$ cat config.mk
export PLATFORM = sky130hd
export DESIGN_NAME = priority_sorted_task_table_top
export DESIGN_NICKNAME = d
export VERILOG_FILES = /design/src/rtl/pstt_pkg.sv /design/src/rtl/pstt_mem.sv /design/src/rtl/pstt_ctrl.sv /design/src/rtl/priority_sorted_task_table_top.sv
export SDC_FILE = /design/constraint.sdc
export NUM_CORES = 2
export LEC_CHECK = 0
export BUFFER_PORTS_ARGS = -buffer_cell sky130_fd_sc_hd__buf_4
export CAP_MARGIN = 30
export CORE_MARGIN = 5
export CORE_UTILIZATION = 40
export CTS_CLUSTER_DIAMETER = 40
export DETAILED_ROUTE_END_ITERATION = 10
export GPL_TIMING_DRIVEN = 1
export HOLD_SLACK_MARGIN = 0.06
export PLACE_DENSITY = 0.55
export SLEW_MARGIN = 40
export SYNTH_ARGS = -nofsm -noshare
export SYNTH_HDL_FRONTEND = slang
export SYNTH_SLANG_ARGS = --single-unit
$ cat constraint.sdc
create_clock -name clk_i -period 12.55 [get_ports clk_i]
set_input_delay 0.6275 -clock clk_i [delete_from_list [all_inputs] [get_ports clk_i]]
set_output_delay 0.6275 -clock clk_i [all_outputs]
set_load 0.01 [all_outputs]
$ cat src/rtl/pstt_pkg.sv
`timescale 1ns / 1ps
// ----------------------------------------------------------------------------
// pstt_pkg
// Shared types and codes for the priority-sorted task table.
// ----------------------------------------------------------------------------
package pstt_pkg;

  // operation codes
  localparam logic [2:0] OP_INSERT = 3'd0;
  localparam logic [2:0] OP_DELETE = 3'd1;
  localparam logic [2:0] OP_UPDATE = 3'd2;
  localparam logic [2:0] OP_LIST   = 3'd3;
  localparam logic [2:0] OP_GROUP  = 3'd4;
  localparam logic [2:0] OP_PRIO   = 3'd5;

  // result codes
  localparam logic [2:0] RC_OK   = 3'd0;
  localparam logic [2:0] RC_DUP  = 3'd1;
  localparam logic [2:0] RC_NOTF = 3'd2;
  localparam logic [2:0] RC_FULL = 3'd3;
  localparam logic [2:0] RC_NONE = 3'd4;

  // status groups listed in order
  localparam logic [1:0] ST_LAST_GROUP = 2'd2;

  typedef struct packed {
    logic [2:0]  opcode;
    logic [15:0] task_id;
    logic [2:0]  prio;
    logic [1:0]  task_state;
    logic [31:0] desc_tag;
  } req_t;

  typedef struct packed {
    logic [2:0]  result_code;
    logic        entry_valid;
    logic [15:0] out_id;
    logic [2:0]  out_prio;
    logic [1:0]  out_state;
    logic [31:0] out_desc;
    logic        last;
  } res_t;

  // one stored table entry
  typedef struct packed {
    logic [15:0] id;
    logic [2:0]  prio;
    logic [1:0]  state;
    logic [31:0] desc;
  } entry_t;

  typedef enum logic [1:0] {
    S_IDLE,
    S_SCAN,
    S_SHUP,
    S_SHDN
  } state_e;

endpackage

$ cat src/rtl/pstt_mem.sv
`timescale 1ns / 1ps
// ----------------------------------------------------------------------------
// pstt_mem
// Entry store: one write port, one read port, registered read data.
// ----------------------------------------------------------------------------
module pstt_mem #(
  parameter int DEPTH = 32,
  parameter int AW    = 5
) (
  input  logic            clk_i,
  input  logic            we_i,
  input  logic [AW-1:0]   waddr_i,
  input  pstt_pkg::entry_t wdata_i,
  input  logic            re_i,
  input  logic [AW-1:0]   raddr_i,
  output pstt_pkg::entry_t rdata_o
);
  import pstt_pkg::*;

  entry_t mem_q [DEPTH];
  entry_t rdata_q;

  // write port
  always_ff @(posedge clk_i) begin
    if (we_i) begin
      mem_q[waddr_i] <= wdata_i;
    end
  end

  // read port
  always_ff @(posedge clk_i) begin
    if (re_i) begin
      rdata_q <= mem_q[raddr_i];
    end
  end

  assign rdata_o = rdata_q;

endmodule

$ cat src/rtl/pstt_ctrl.sv
`timescale 1ns / 1ps
// ----------------------------------------------------------------------------
// pstt_ctrl
// Sequencer: scans the entry store, shifts entries to open or close a gap,
// and produces the result words.
// ----------------------------------------------------------------------------
module pstt_ctrl #(
  parameter int MAX_TASKS = 32,
  parameter int AW        = 5,
  parameter int CW        = 6
) (
  input  logic             clk_i,
  input  logic             rst_ni,
  input  logic             start_i,
  input  pstt_pkg::req_t   req_i,
  output logic             busy_o,
  output logic             res_valid_o,
  output pstt_pkg::res_t   res_o,
  output logic             we_o,
  output logic [AW-1:0]    waddr_o,
  output pstt_pkg::entry_t wdata_o,
  output logic             re_o,
  output logic [AW-1:0]    raddr_o,
  input  pstt_pkg::entry_t rdata_i
);
  import pstt_pkg::*;

  state_e         state_q, state_d;
  req_t           req_q, req_d;
  logic [CW-1:0]  count_q, count_d;
  logic [CW-1:0]  cnt_q, cnt_d;
  logic           rv_q, rv_d;
  logic [AW-1:0]  ridx_q, ridx_d;
  logic           found_q, found_d;
  logic [AW-1:0]  fidx_q, fidx_d;
  entry_t         fent_q, fent_d;
  logic           posf_q, posf_d;
  logic [CW-1:0]  pos_q, pos_d;
  logic [1:0]     grp_q, grp_d;
  logic           pend_q, pend_d;
  entry_t         pent_q, pent_d;
  logic           vld_q, vld_d;
  res_t           res_q, res_d;
  logic           match;
  entry_t         new_ent;

  // state and control registers
  always_ff @(posedge clk_i or negedge rst_ni) begin
    if (!rst_ni) begin
      state_q <= S_IDLE;
      count_q <= '0;
      rv_q    <= 1'b0;
      vld_q   <= 1'b0;
      found_q <= 1'b0;
      posf_q  <= 1'b0;
      pend_q  <= 1'b0;
    end else begin
      state_q <= state_d;
      count_q <= count_d;
      rv_q    <= rv_d;
      vld_q   <= vld_d;
      found_q <= found_d;
      posf_q  <= posf_d;
      pend_q  <= pend_d;
    end
  end

  // payload registers
  always_ff @(posedge clk_i) begin
    req_q  <= req_d;
    cnt_q  <= cnt_d;
    ridx_q <= ridx_d;
    fidx_q <= fidx_d;
    fent_q <= fent_d;
    pos_q  <= pos_d;
    grp_q  <= grp_d;
    pent_q <= pent_d;
    res_q  <= res_d;
  end

  assign new_ent = '{id: req_q.task_id, prio: req_q.prio, state: req_q.task_state,
                     desc: req_q.desc_tag};

  // list match on the returned entry
  always_comb begin
    case (req_q.opcode)
      OP_LIST:  match = 1'b1;
      OP_GROUP: match = (rdata_i.state == grp_q);
      OP_PRIO:  match = (rdata_i.prio == req_q.prio);
      default:  match = 1'b0;
    endcase
  end

  // next state, memory access and result words
  always_comb begin
    state_d = state_q;
    req_d   = req_q;
    count_d = count_q;
    cnt_d   = cnt_q;
    rv_d    = 1'b0;
    ridx_d  = ridx_q;
    found_d = found_q;
    fidx_d  = fidx_q;
    fent_d  = fent_q;
    posf_d  = posf_q;
    pos_d   = pos_q;
    grp_d   = grp_q;
    pend_d  = pend_q;
    pent_d  = pent_q;
    vld_d   = 1'b0;
    res_d   = '0;
    we_o    = 1'b0;
    waddr_o = '0;
    wdata_o = rdata_i;
    re_o    = 1'b0;
    raddr_o = '0;

    case (state_q)
      S_IDLE: begin
        if (start_i && req_i.opcode <= OP_PRIO) begin
          req_d   = req_i;
          cnt_d   = '0;
          found_d = 1'b0;
          posf_d  = 1'b0;
          pend_d  = 1'b0;
          grp_d   = '0;
          state_d = S_SCAN;
        end
      end

      S_SCAN: begin
        // issue the next read
        if (cnt_q < count_q) begin
          re_o    = 1'b1;
          raddr_o = cnt_q[AW-1:0];
          ridx_d  = cnt_q[AW-1:0];
          rv_d    = 1'b1;
          cnt_d   = cnt_q + CW'(1);
        end
        // look at the entry read last cycle
        if (rv_q) begin
          if (req_q.opcode <= OP_UPDATE) begin
            if (!found_q && rdata_i.id == req_q.task_id) begin
              found_d = 1'b1;
              fidx_d  = ridx_q;
              fent_d  = rdata_i;
            end
            if (!posf_q && rdata_i.prio > req_q.prio) begin
              posf_d = 1'b1;
              pos_d  = CW'(ridx_q);
            end
          end else if (match) begin
            if (pend_q) begin
              vld_d = 1'b1;
              res_d = '{result_code: RC_OK, entry_valid: 1'b1, out_id: pent_q.id,
                        out_prio: pent_q.prio, out_state: pent_q.state,
                        out_desc: pent_q.desc, last: 1'b0};
            end
            pend_d = 1'b1;
            pent_d = rdata_i;
          end
        end else if (cnt_q >= count_q) begin
          // scan finished
          vld_d       = 1'b1;
          res_d.last  = 1'b1;
          state_d     = S_IDLE;
          case (req_q.opcode)
            OP_INSERT: begin
              if (found_q) begin
                res_d.result_code = RC_DUP;
              end else if (count_q == CW'(MAX_TASKS)) begin
                res_d.result_code = RC_FULL;
              end else begin
                vld_d   = 1'b0;
                cnt_d   = count_q;
                pos_d   = posf_q ? pos_q : count_q;
                state_d = S_SHUP;
              end
            end
            OP_DELETE: begin
              if (!found_q) begin
                res_d.result_code = RC_NOTF;
              end else begin
                vld_d   = 1'b0;
                cnt_d   = CW'(fidx_q) + CW'(1);
                state_d = S_SHDN;
              end
            end
            OP_UPDATE: begin
              if (!found_q) begin
                res_d.result_code = RC_NOTF;
              end else begin
                we_o          = 1'b1;
                waddr_o       = fidx_q;
                wdata_o       = fent_q;
                wdata_o.state = req_q.task_state;
              end
            end
            default: begin
              if (req_q.opcode == OP_GROUP && grp_q != ST_LAST_GROUP) begin
                // next status group
                vld_d   = 1'b0;
                grp_d   = grp_q + 2'd1;
                cnt_d   = '0;
                state_d = S_SCAN;
              end else if (pend_q) begin
                res_d = '{result_code: RC_OK, entry_valid: 1'b1, out_id: pent_q.id,
                          out_prio: pent_q.prio, out_state: pent_q.state,
                          out_desc: pent_q.desc, last: 1'b1};
              end else begin
                res_d.result_code = RC_NONE;
              end
            end
          endcase
        end
      end

      S_SHUP: begin
        // move entries one place up, from the top down to the gap
        if (cnt_q > pos_q) begin
          re_o    = 1'b1;
          raddr_o = AW'(cnt_q - CW'(1));
          ridx_d  = AW'(cnt_q - CW'(1));
          rv_d    = 1'b1;
          cnt_d   = cnt_q - CW'(1);
        end
        if (rv_q) begin
          we_o    = 1'b1;
          waddr_o = ridx_q + AW'(1);
          wdata_o = rdata_i;
        end else if (cnt_q <= pos_q) begin
          we_o       = 1'b1;
          waddr_o    = pos_q[AW-1:0];
          wdata_o    = new_ent;
          count_d    = count_q + CW'(1);
          vld_d      = 1'b1;
          res_d.last = 1'b1;
          state_d    = S_IDLE;
        end
      end

      S_SHDN: begin
        // move entries one place down over the removed one
        if (cnt_q < count_q) begin
          re_o    = 1'b1;
          raddr_o = cnt_q[AW-1:0];
          ridx_d  = cnt_q[AW-1:0];
          rv_d    = 1'b1;
          cnt_d   = cnt_q + CW'(1);
        end
        if (rv_q) begin
          we_o    = 1'b1;
          waddr_o = ridx_q - AW'(1);
          wdata_o = rdata_i;
        end else if (cnt_q >= count_q) begin
          count_d    = count_q - CW'(1);
          vld_d      = 1'b1;
          res_d.last = 1'b1;
          state_d    = S_IDLE;
        end
      end

      default: begin
        state_d = S_IDLE;
      end
    endcase
  end

  assign busy_o      = (state_q != S_IDLE);
  assign res_valid_o = vld_q;
  assign res_o       = res_q;

endmodule

$ cat src/rtl/priority_sorted_task_table_top.sv
`timescale 1ns / 1ps
// ----------------------------------------------------------------------------
// priority_sorted_task_table_top
// Task table kept sorted by ascending priority, with insert, delete, status
// update and three list operations.
// ----------------------------------------------------------------------------
// A command with a known opcode is taken when start_i is high and busy_o
// is low. Every command first reads the stored entries one per cycle
// through the single read port of the entry store; the grouped list reads
// the table three times, an insert then moves the entries above its place
// one each cycle, and a delete moves the entries above the removed one the
// same way. Each result word is shown for one cycle with res_valid_o and
// cannot be held off; a list ends with last set, and an empty table or no
// match gives a single word with the "none" code. No clearing pass is
// needed after reset.
module priority_sorted_task_table_top #(
  parameter int MAX_TASKS = 32
) (
  input  logic           clk_i,
  input  logic           rst_ni,
  input  logic           start_i,
  input  pstt_pkg::req_t req_i,
  output logic           busy_o,
  output logic           res_valid_o,
  output pstt_pkg::res_t res_o
);
  import pstt_pkg::*;

  localparam int AW = $clog2(MAX_TASKS);
  localparam int CW = $clog2(MAX_TASKS + 1);

  logic          we;
  logic [AW-1:0] waddr;
  entry_t        wdata;
  logic          re;
  logic [AW-1:0] raddr;
  entry_t        rdata;

  // sequencer
  pstt_ctrl #(
    .MAX_TASKS (MAX_TASKS),
    .AW        (AW),
    .CW        (CW)
  ) u_ctrl (
    .clk_i       (clk_i),
    .rst_ni      (rst_ni),
    .start_i     (start_i),
    .req_i       (req_i),
    .busy_o      (busy_o),
    .res_valid_o (res_valid_o),
    .res_o       (res_o),
    .we_o        (we),
    .waddr_o     (waddr),
    .wdata_o     (wdata),
    .re_o        (re),
    .raddr_o     (raddr),
    .rdata_i     (rdata)
  );

  // entry store
  pstt_mem #(
    .DEPTH (MAX_TASKS),
    .AW    (AW)
  ) u_mem (
    .clk_i   (clk_i),
    .we_i    (we),
    .waddr_i (waddr),
    .wdata_i (wdata),
    .re_i    (re),
    .raddr_i (raddr),
    .rdata_o (rdata)
  );

endmodule

**Word level (Yosys, flattened, before mapping)**

Memories as Yosys holds them, arrays and structs flattened. A register that Yosys moved wholly into a read port is not among the register bits.
Cells that the tools add are included.

- Memory bits (writable): 1696
- Output and inout port bits: 60
- Input port bits: 59
- Memories: 1
- Register bits after elaboration: 255

Memory list:

| memory | depth | bits a word | read ports | clocked after Yosys merged registers in | write ports | line | source |
|---|---|---|---|---|---|---|---|
| u_mem.mem_q | 32 | 53 | 1 | 1 | 1 | pstt_mem.sv:20 | `entry_t mem_q [DEPTH];` |

- Muxes and demuxes: 119
- $lt $le $gt $ge: 7
- Equality and inequality tests: 35
- Reduce and logical (&&, ||, !) cells: 29
- $add $sub $neg: 8
- Bitwise gates (word level): 1

Operators by type and width:

| operator | number |
|---|---|
| $mux 53 | 6 |
| $mux 58 | 5 |
| $mux 55 | 3 |
| $mux 6 | 21 |
| $pmux 53 s2 | 1 |
| $mux 5 | 11 |
| $mux 1 | 34 |
| $mux 2 | 17 |
| $ne 2x1->1 const B | 15 |
| $pmux 6 s4 | 1 |
| $pmux 5 s2 | 2 |
| $reduce_and 5->1 | 4 |
| $pmux 6 s3 | 1 |
| $eq 16x16->1 | 1 |
| $ne 2x2->1 const B | 8 |
| $pmux 1 s3 | 5 |
| $pmux 5 s3 | 1 |
| $add 6x1->6 const B | 2 |
| $pmux 6 s2 | 1 |
| $reduce_bool 2->1 | 6 |
| $sub 6x1->6 const B | 2 |
| $pmux 1 s2 | 4 |
| $pmux 2 s4 | 1 |
| $reduce_and 4->1 | 2 |
| other kinds (35) | 45 |

**Depth between registers and ports, before layout**

- Depth after elaboration: 8
- Gate-level depth with buffers: 16

**By module**

A second synthesis with hierarchy kept.

- Cell total of the unflattened synthesis: 4583
- Area, all modules: 78377.7 um^2

Modules (own cells, without submodules):

| module | times used | area an instance (um^2) | cells each |
|---|---|---|---|
| pstt_mem | 1 | 67277.0 | 3711 |
| pstt_ctrl | 1 | 11100.6 | 872 |

**Worst setup path before layout**

No wires, ideal clock.

- Path type: register -> register
- From: register u_ctrl.req_q[53] (netlist name)
- To: register u_ctrl.found_q
- Setup slack: 4.714 ns
- Library setup time: 0.098 ns
- Arrival: 7.739 ns
- Cell stages (with the launch flop): 8
- Period minus slack after synthesis: 7.836 ns
- Cells stage by stage: edfxtp_1 -> clkbuf_1 -> a21oi_1 -> nand3_1 -> or4_1 -> nor4_1 -> a21oi_1 -> a21oi_1

- Longest elaborated chain between the ends: 3

RTL lines:

| element | line | source |
|---|---|---|
| start: declaration | pstt_ctrl.sv:29 | `req_t req_q, req_d;` |
| start signal: assignment | pstt_ctrl.sv:70 | `req_q <= req_d;` |
| $le 3x2->1 | pstt_ctrl.sv:142 | `if (req_q.opcode <= OP_UPDATE) begin` |
| $ne 2x1->1 (no line) | -- |  |
| $reduce_and 5->1 (no line) | -- |  |
| end signal: assignment | pstt_ctrl.sv:62 | `found_q <= found_d;` |
| end: declaration | pstt_ctrl.sv:34 | `logic found_q, found_d;` |

Every way passes these cells.
A chain may end at the register's enable or synchronous reset.

**Worst setup path after layout**

- From: register u_ctrl.state_q[0]
- To: register u_mem.rdata_o[15] (netlist name)

- Longest elaborated chain between the ends: 3

RTL lines:

| element | line | source |
|---|---|---|
| start: declaration | pstt_ctrl.sv:28 | `state_e state_q, state_d;` |
| start signal: assignment | pstt_ctrl.sv:58 | `state_q <= state_d;` |
| $eq 2x1->1 or $eq 2x2->1 (tied branches) | pstt_ctrl.sv:118 | `case (state_q)` |
| $reduce_or 2->1 (no line) | -- |  |
| $pmux 5 s2 or $pmux 1 s2 (tied branches) | pstt_ctrl.sv:118 |  |

Several ways; a longest one is shown, not always the timed one.

==> results.sh <==
export IMPL_synth_edf_count=1933
export IMPL_fin_cells=8523
export IMPL_rsz0062_at_grt="false"
export IMPL_placed_cells=7939
export IMPL_floorplan_die_width_um=456
export IMPL_hold_path_class="in -> async"
export IMPL_outcome="complete, no violations"
export IMPL_vias=51400
export IMPL_fin_crit_sh_pct=45.0
export IMPL_skew_ns=0.0686
export IMPL_start_kind="register"
export IMPL_placed_cell_area_mm2=0.0840
export IMPL_finalPower_mw=21.8
export IMPL_fin_crit_ns=5.64
export IMPL_crit_chain="inv_1 -> ha_4 -> inv_1 -> nand2_1 -> a311o_1 -> a21boi_4 -> buf_4 -> and2_4 -> buf_4 -> a221oi_1 -> nor4_1 -> nor4_2"
export IMPL_syn_inst=5472
export IMPL_drtAntennaViolNets=0
export IMPL_worstSkewPairLatency_ns=0.95
export IMPL_vias_per_cell=6.03
export IMPL_power_density_mw_per_mm2=232
export IMPL_ys_warn_count=0
export IMPL_gp_congestion=0.808
export IMPL_worst_pin_slew_ns=0.901
export IMPL_die_area_mm2=0.208
export IMPL_ys_seq_elements=2004
export IMPL_fin_nets=5752
export IMPL_rr_worst_depth=12
export IMPL_crit_fanout=61
export IMPL_synthFlopType="edfxtp_1"
export IMPL_p_switching_mw=7.13
export IMPL_cts_tree="built"
export IMPL_clk_pin_slew_ns=0.06
export IMPL_timing_rr_start="u_ctrl.state_q[0]"
export IMPL_area_growth_synth_to_final_pct=18.3
export IMPL_first_global_vias=49500
export IMPL_syn_nets=5563
export IMPL_stdcell_area_mm2=0.0942
export IMPL_drc=0
export IMPL_dpl_hpwl_um=132000
export IMPL_utilization_pct=47.6
export IMPL_seqPwrFrac_pct=40.8
export IMPL_grt_max_degree=159
export IMPL_ys_seq_area_share_pct=74.7
export IMPL_initial_utilization_pct=40.3
export IMPL_layout_drive_gt1_share_pct=15.7
export IMPL_cp_required_ns=13.18
export IMPL_p_leak_nw=30.7
export IMPL_postCtsHoldBufs=57
export IMPL_cts_setup_buffers=0
export IMPL_wl_per_cell_um=29.9
export IMPL_grt_usage_pct=23.7
export IMPL_reg2reg_slack_ns=6.91
export IMPL_worst_path_max_delay_cell="buf_4"
export IMPL_peakVddDrop_v=0.000156
export IMPL_critPathKind="reg -> reg"
export IMPL_fillers=17000
export IMPL_rows=163
export IMPL_cts_root_buf="clkbuf_16"
export IMPL_cp_num_buf_inv=4
export IMPL_cts_path_max_buffers=4
export IMPL_timing_rr_end="u_mem.rdata_o[15]"
export IMPL_synth_area_mm2=0.0797
export IMPL_core_mm2=0.198
export IMPL_swShare_pct=32.7
export IMPL_cts_resized=0
export IMPL_overflow=0
export IMPL_io_pins=119
export IMPL_hold_viol_final=0
export IMPL_syn_area_per_cell_um2=14.6
export IMPL_port_buffers=118
export IMPL_end_kind="register"
export IMPL_drtIter0Drc=6244
export IMPL_worstPathArrival_ns=6.28
export IMPL_setup_tns_ns=0
export IMPL_yosysUniqueCellTypes=72
export IMPL_slew_headroom_pct=39.9
export IMPL_finalMaxSlewViolations=0
export IMPL_finalSetupViolCount=0
export IMPL_die_h_um=456
export IMPL_path_delay_family="buffers and inverters"
export IMPL_grt_pass1_wl_um=363000
export IMPL_pwr_share_clk_pct=36.5
export IMPL_internal_power_mw=14.7
export IMPL_drv_cap=0
export IMPL_combPwrFrac_pct=22.7
export IMPL_ys_async_sr_fraction_pct=0.649
export IMPL_antenna_found_initial=3
export IMPL_worst_path_largest_cell_delay_ns=0.70
export IMPL_wl_um=255000
export IMPL_htree_levels=5
export IMPL_cts_num_sinks=2004
export IMPL_numCtsBuffers=297
export IMPL_drt_pass1_iter_count=6
export IMPL_fmax_mhz=177
worst register-to-register path, stage by stage, from the launching register on:
cell	delay, ns
dfrtp_1	0.42
inv_1	0.22
ha_4	0.59
inv_1	0.33
nand2_1	0.13
a311o_1	0.14
a21boi_4	0.47
buf_4	0.70
and2_4	0.67
buf_4	0.69
a221oi_1	0.23
nor4_1	0.67
nor4_2	0.13
per-stage QoR:
step	hold slack (ns)	worst slack, ns
floorplan	0.332	4.71
detailed placement	0.427	6.91
finish	0.125	6.91
global route	0.121	6.62
global placement	0.427	6.83
CTS	0.0870	6.89
layer usage:
metal	part of all wire (%)	global-route usage [%]
met1	41	33.1
met2	46	37.1
met3	8.7	4.51
met4	3.7	8.64
met5	0	0
cells in the final DEF (no fill, tap or decap), drive strengths merged, types with 16 or more instances in the layout:
| cell type | n |
|---|---|
| a311oi | 162 |
| ha | 31 |
| nand2 | 646 |
| clkbuf | 340 |
| edfxtp | 1933 |
| a21oi | 248 |
| nor2 | 334 |
| clkinvlp | 38 |
| a22o | 106 |
| a211oi | 161 |
| bufinv | 20 |
| nor3 | 218 |
| buf | 267 |
| o32ai | 53 |
| mux2i | 109 |
| and2 | 56 |
| inv | 69 |
| a32oi | 55 |
| nor4 | 168 |
| clkinv | 85 |
| dfxtp | 58 |
| a221oi | 57 |
| o22ai | 111 |
| nand3 | 16 |
| o21ai | 297 |
| dlygate4sd3 | 57 |
| a32o | 53 |
| xnor2 | 28 |
state kept, by name (all words and copies together), names as in the netlist:
| register | count |
|---|---|
| u_ctrl.fidx_q | 5 |
| u_ctrl.pos_q | 6 |
| u_ctrl.fent_q | 51 |
| u_mem.mem_q | 1696 |
| u_ctrl.res_valid_o | 1 |
| u_mem.rdata_o | 53 |
| u_ctrl.grp_q | 2 |
| u_ctrl.pent_q | 53 |
| u_ctrl.pend_q | 1 |
| u_ctrl.res_o | 58 |
| u_ctrl.found_q | 1 |
| u_ctrl.count_q | 6 |
| u_ctrl.cnt_q | 6 |
| u_ctrl.state_q | 2 |
| u_ctrl.rv_q | 1 |
| u_ctrl.new_ent | 53 |
| u_ctrl.req_q | 3 |
| u_ctrl.ridx_q | 5 |
| u_ctrl.posf_q | 1 |
worst max-delay path by stage:
stage,startpoint,endpoint,slack [ns],depth (start not counted)
2_1_floorplan,u_ctrl.req_q[53],u_ctrl.found_q,4.71,7
3_3_place_gp,u_ctrl.cnt_q[3],u_mem.mem_q[23][39],6.83,10
3_5_place_dp,u_ctrl.cnt_q[3],u_mem.rdata_o[45],6.91,14
4_1_cts,u_ctrl.cnt_q[3],u_mem.rdata_o[45],6.89,14
5_1_grt,u_ctrl.cnt_q[3],u_mem.rdata_o[45],6.62,14
6_report,u_ctrl.state_q[0],u_mem.rdata_o[15],6.91,12
power by group through the flow:
stage | Sequential, mW | Combinational, mW | Clock [mW]
floorplan | 8.89 | 2.96 | 0
global placement | 9.06 | 4.74 | 0
detailed placement | 9.03 | 4.87 | 0
CTS | 8.90 | 4.90 | 8.09
global route | 8.91 | 5.28 | 8.40
finish | 8.90 | 4.96 | 7.98
cells by family after synthesis:
family	after synthesis	share of synthesized area, %
compound gates	1340	11.7
xor+xnor	41	0.451
fa+ha+maj	32	0.512
buf+inv	468	2.49
flops	2004	74.7
mux	110	1.38
simple gates	1477	8.70
cell type report:
class / count / area [um^2] / share of cell area, %
antenna: 3 / 7.51 / 0.00797
clock buffer: 340 / 7810 / 8.29
clock inverter: 178 / 1740 / 1.85
inverter: 34 / 133 / 0.141
multi-input combinational: 3000 / 18600 / 19.8
sequential: 2004 / 59500 / 63.2
tap: 2640 / 3300 / 3.50
timing repair buffer: 324 / 3090 / 3.28
Yosys cell counts (all sizes together), types with 3 or more instances:
cell type,count,share of area [%]
dfxtp,58,1.5
nand4,8,0.063
xnor2,28,0.31
and2,56,0.44
o22ai,111,0.87
a32o,53,0.67
xor2,13,0.14
edfxtp,1933,73
inv,34,0.16
ha,31,0.49
and3,5,0.046
nor3,218,1.4
nor4b,3,0.033
a22oi,4,0.038
o21ai,297,1.9
nor3b,3,0.035
a21oi,248,1.6
o32ai,53,0.58
buf,127,0.88
nand2,646,3.1
dfrtp,13,0.41
a311oi,162,1.8
nand2b,5,0.039
nor4,168,1.8
nand3,16,0.11
a31oi,5,0.039
a221oi,57,0.63
nor2b,9,0.080
a21o,5,0.047
a22o,106,1.2
clkbuf,307,1.4
o21a,6,0.057
a32oi,55,0.65
mux2i,109,1.4
a211oi,161,1.5
nor2,334,1.6
a221o,5,0.063
Power figures use the tool's default switching activity.
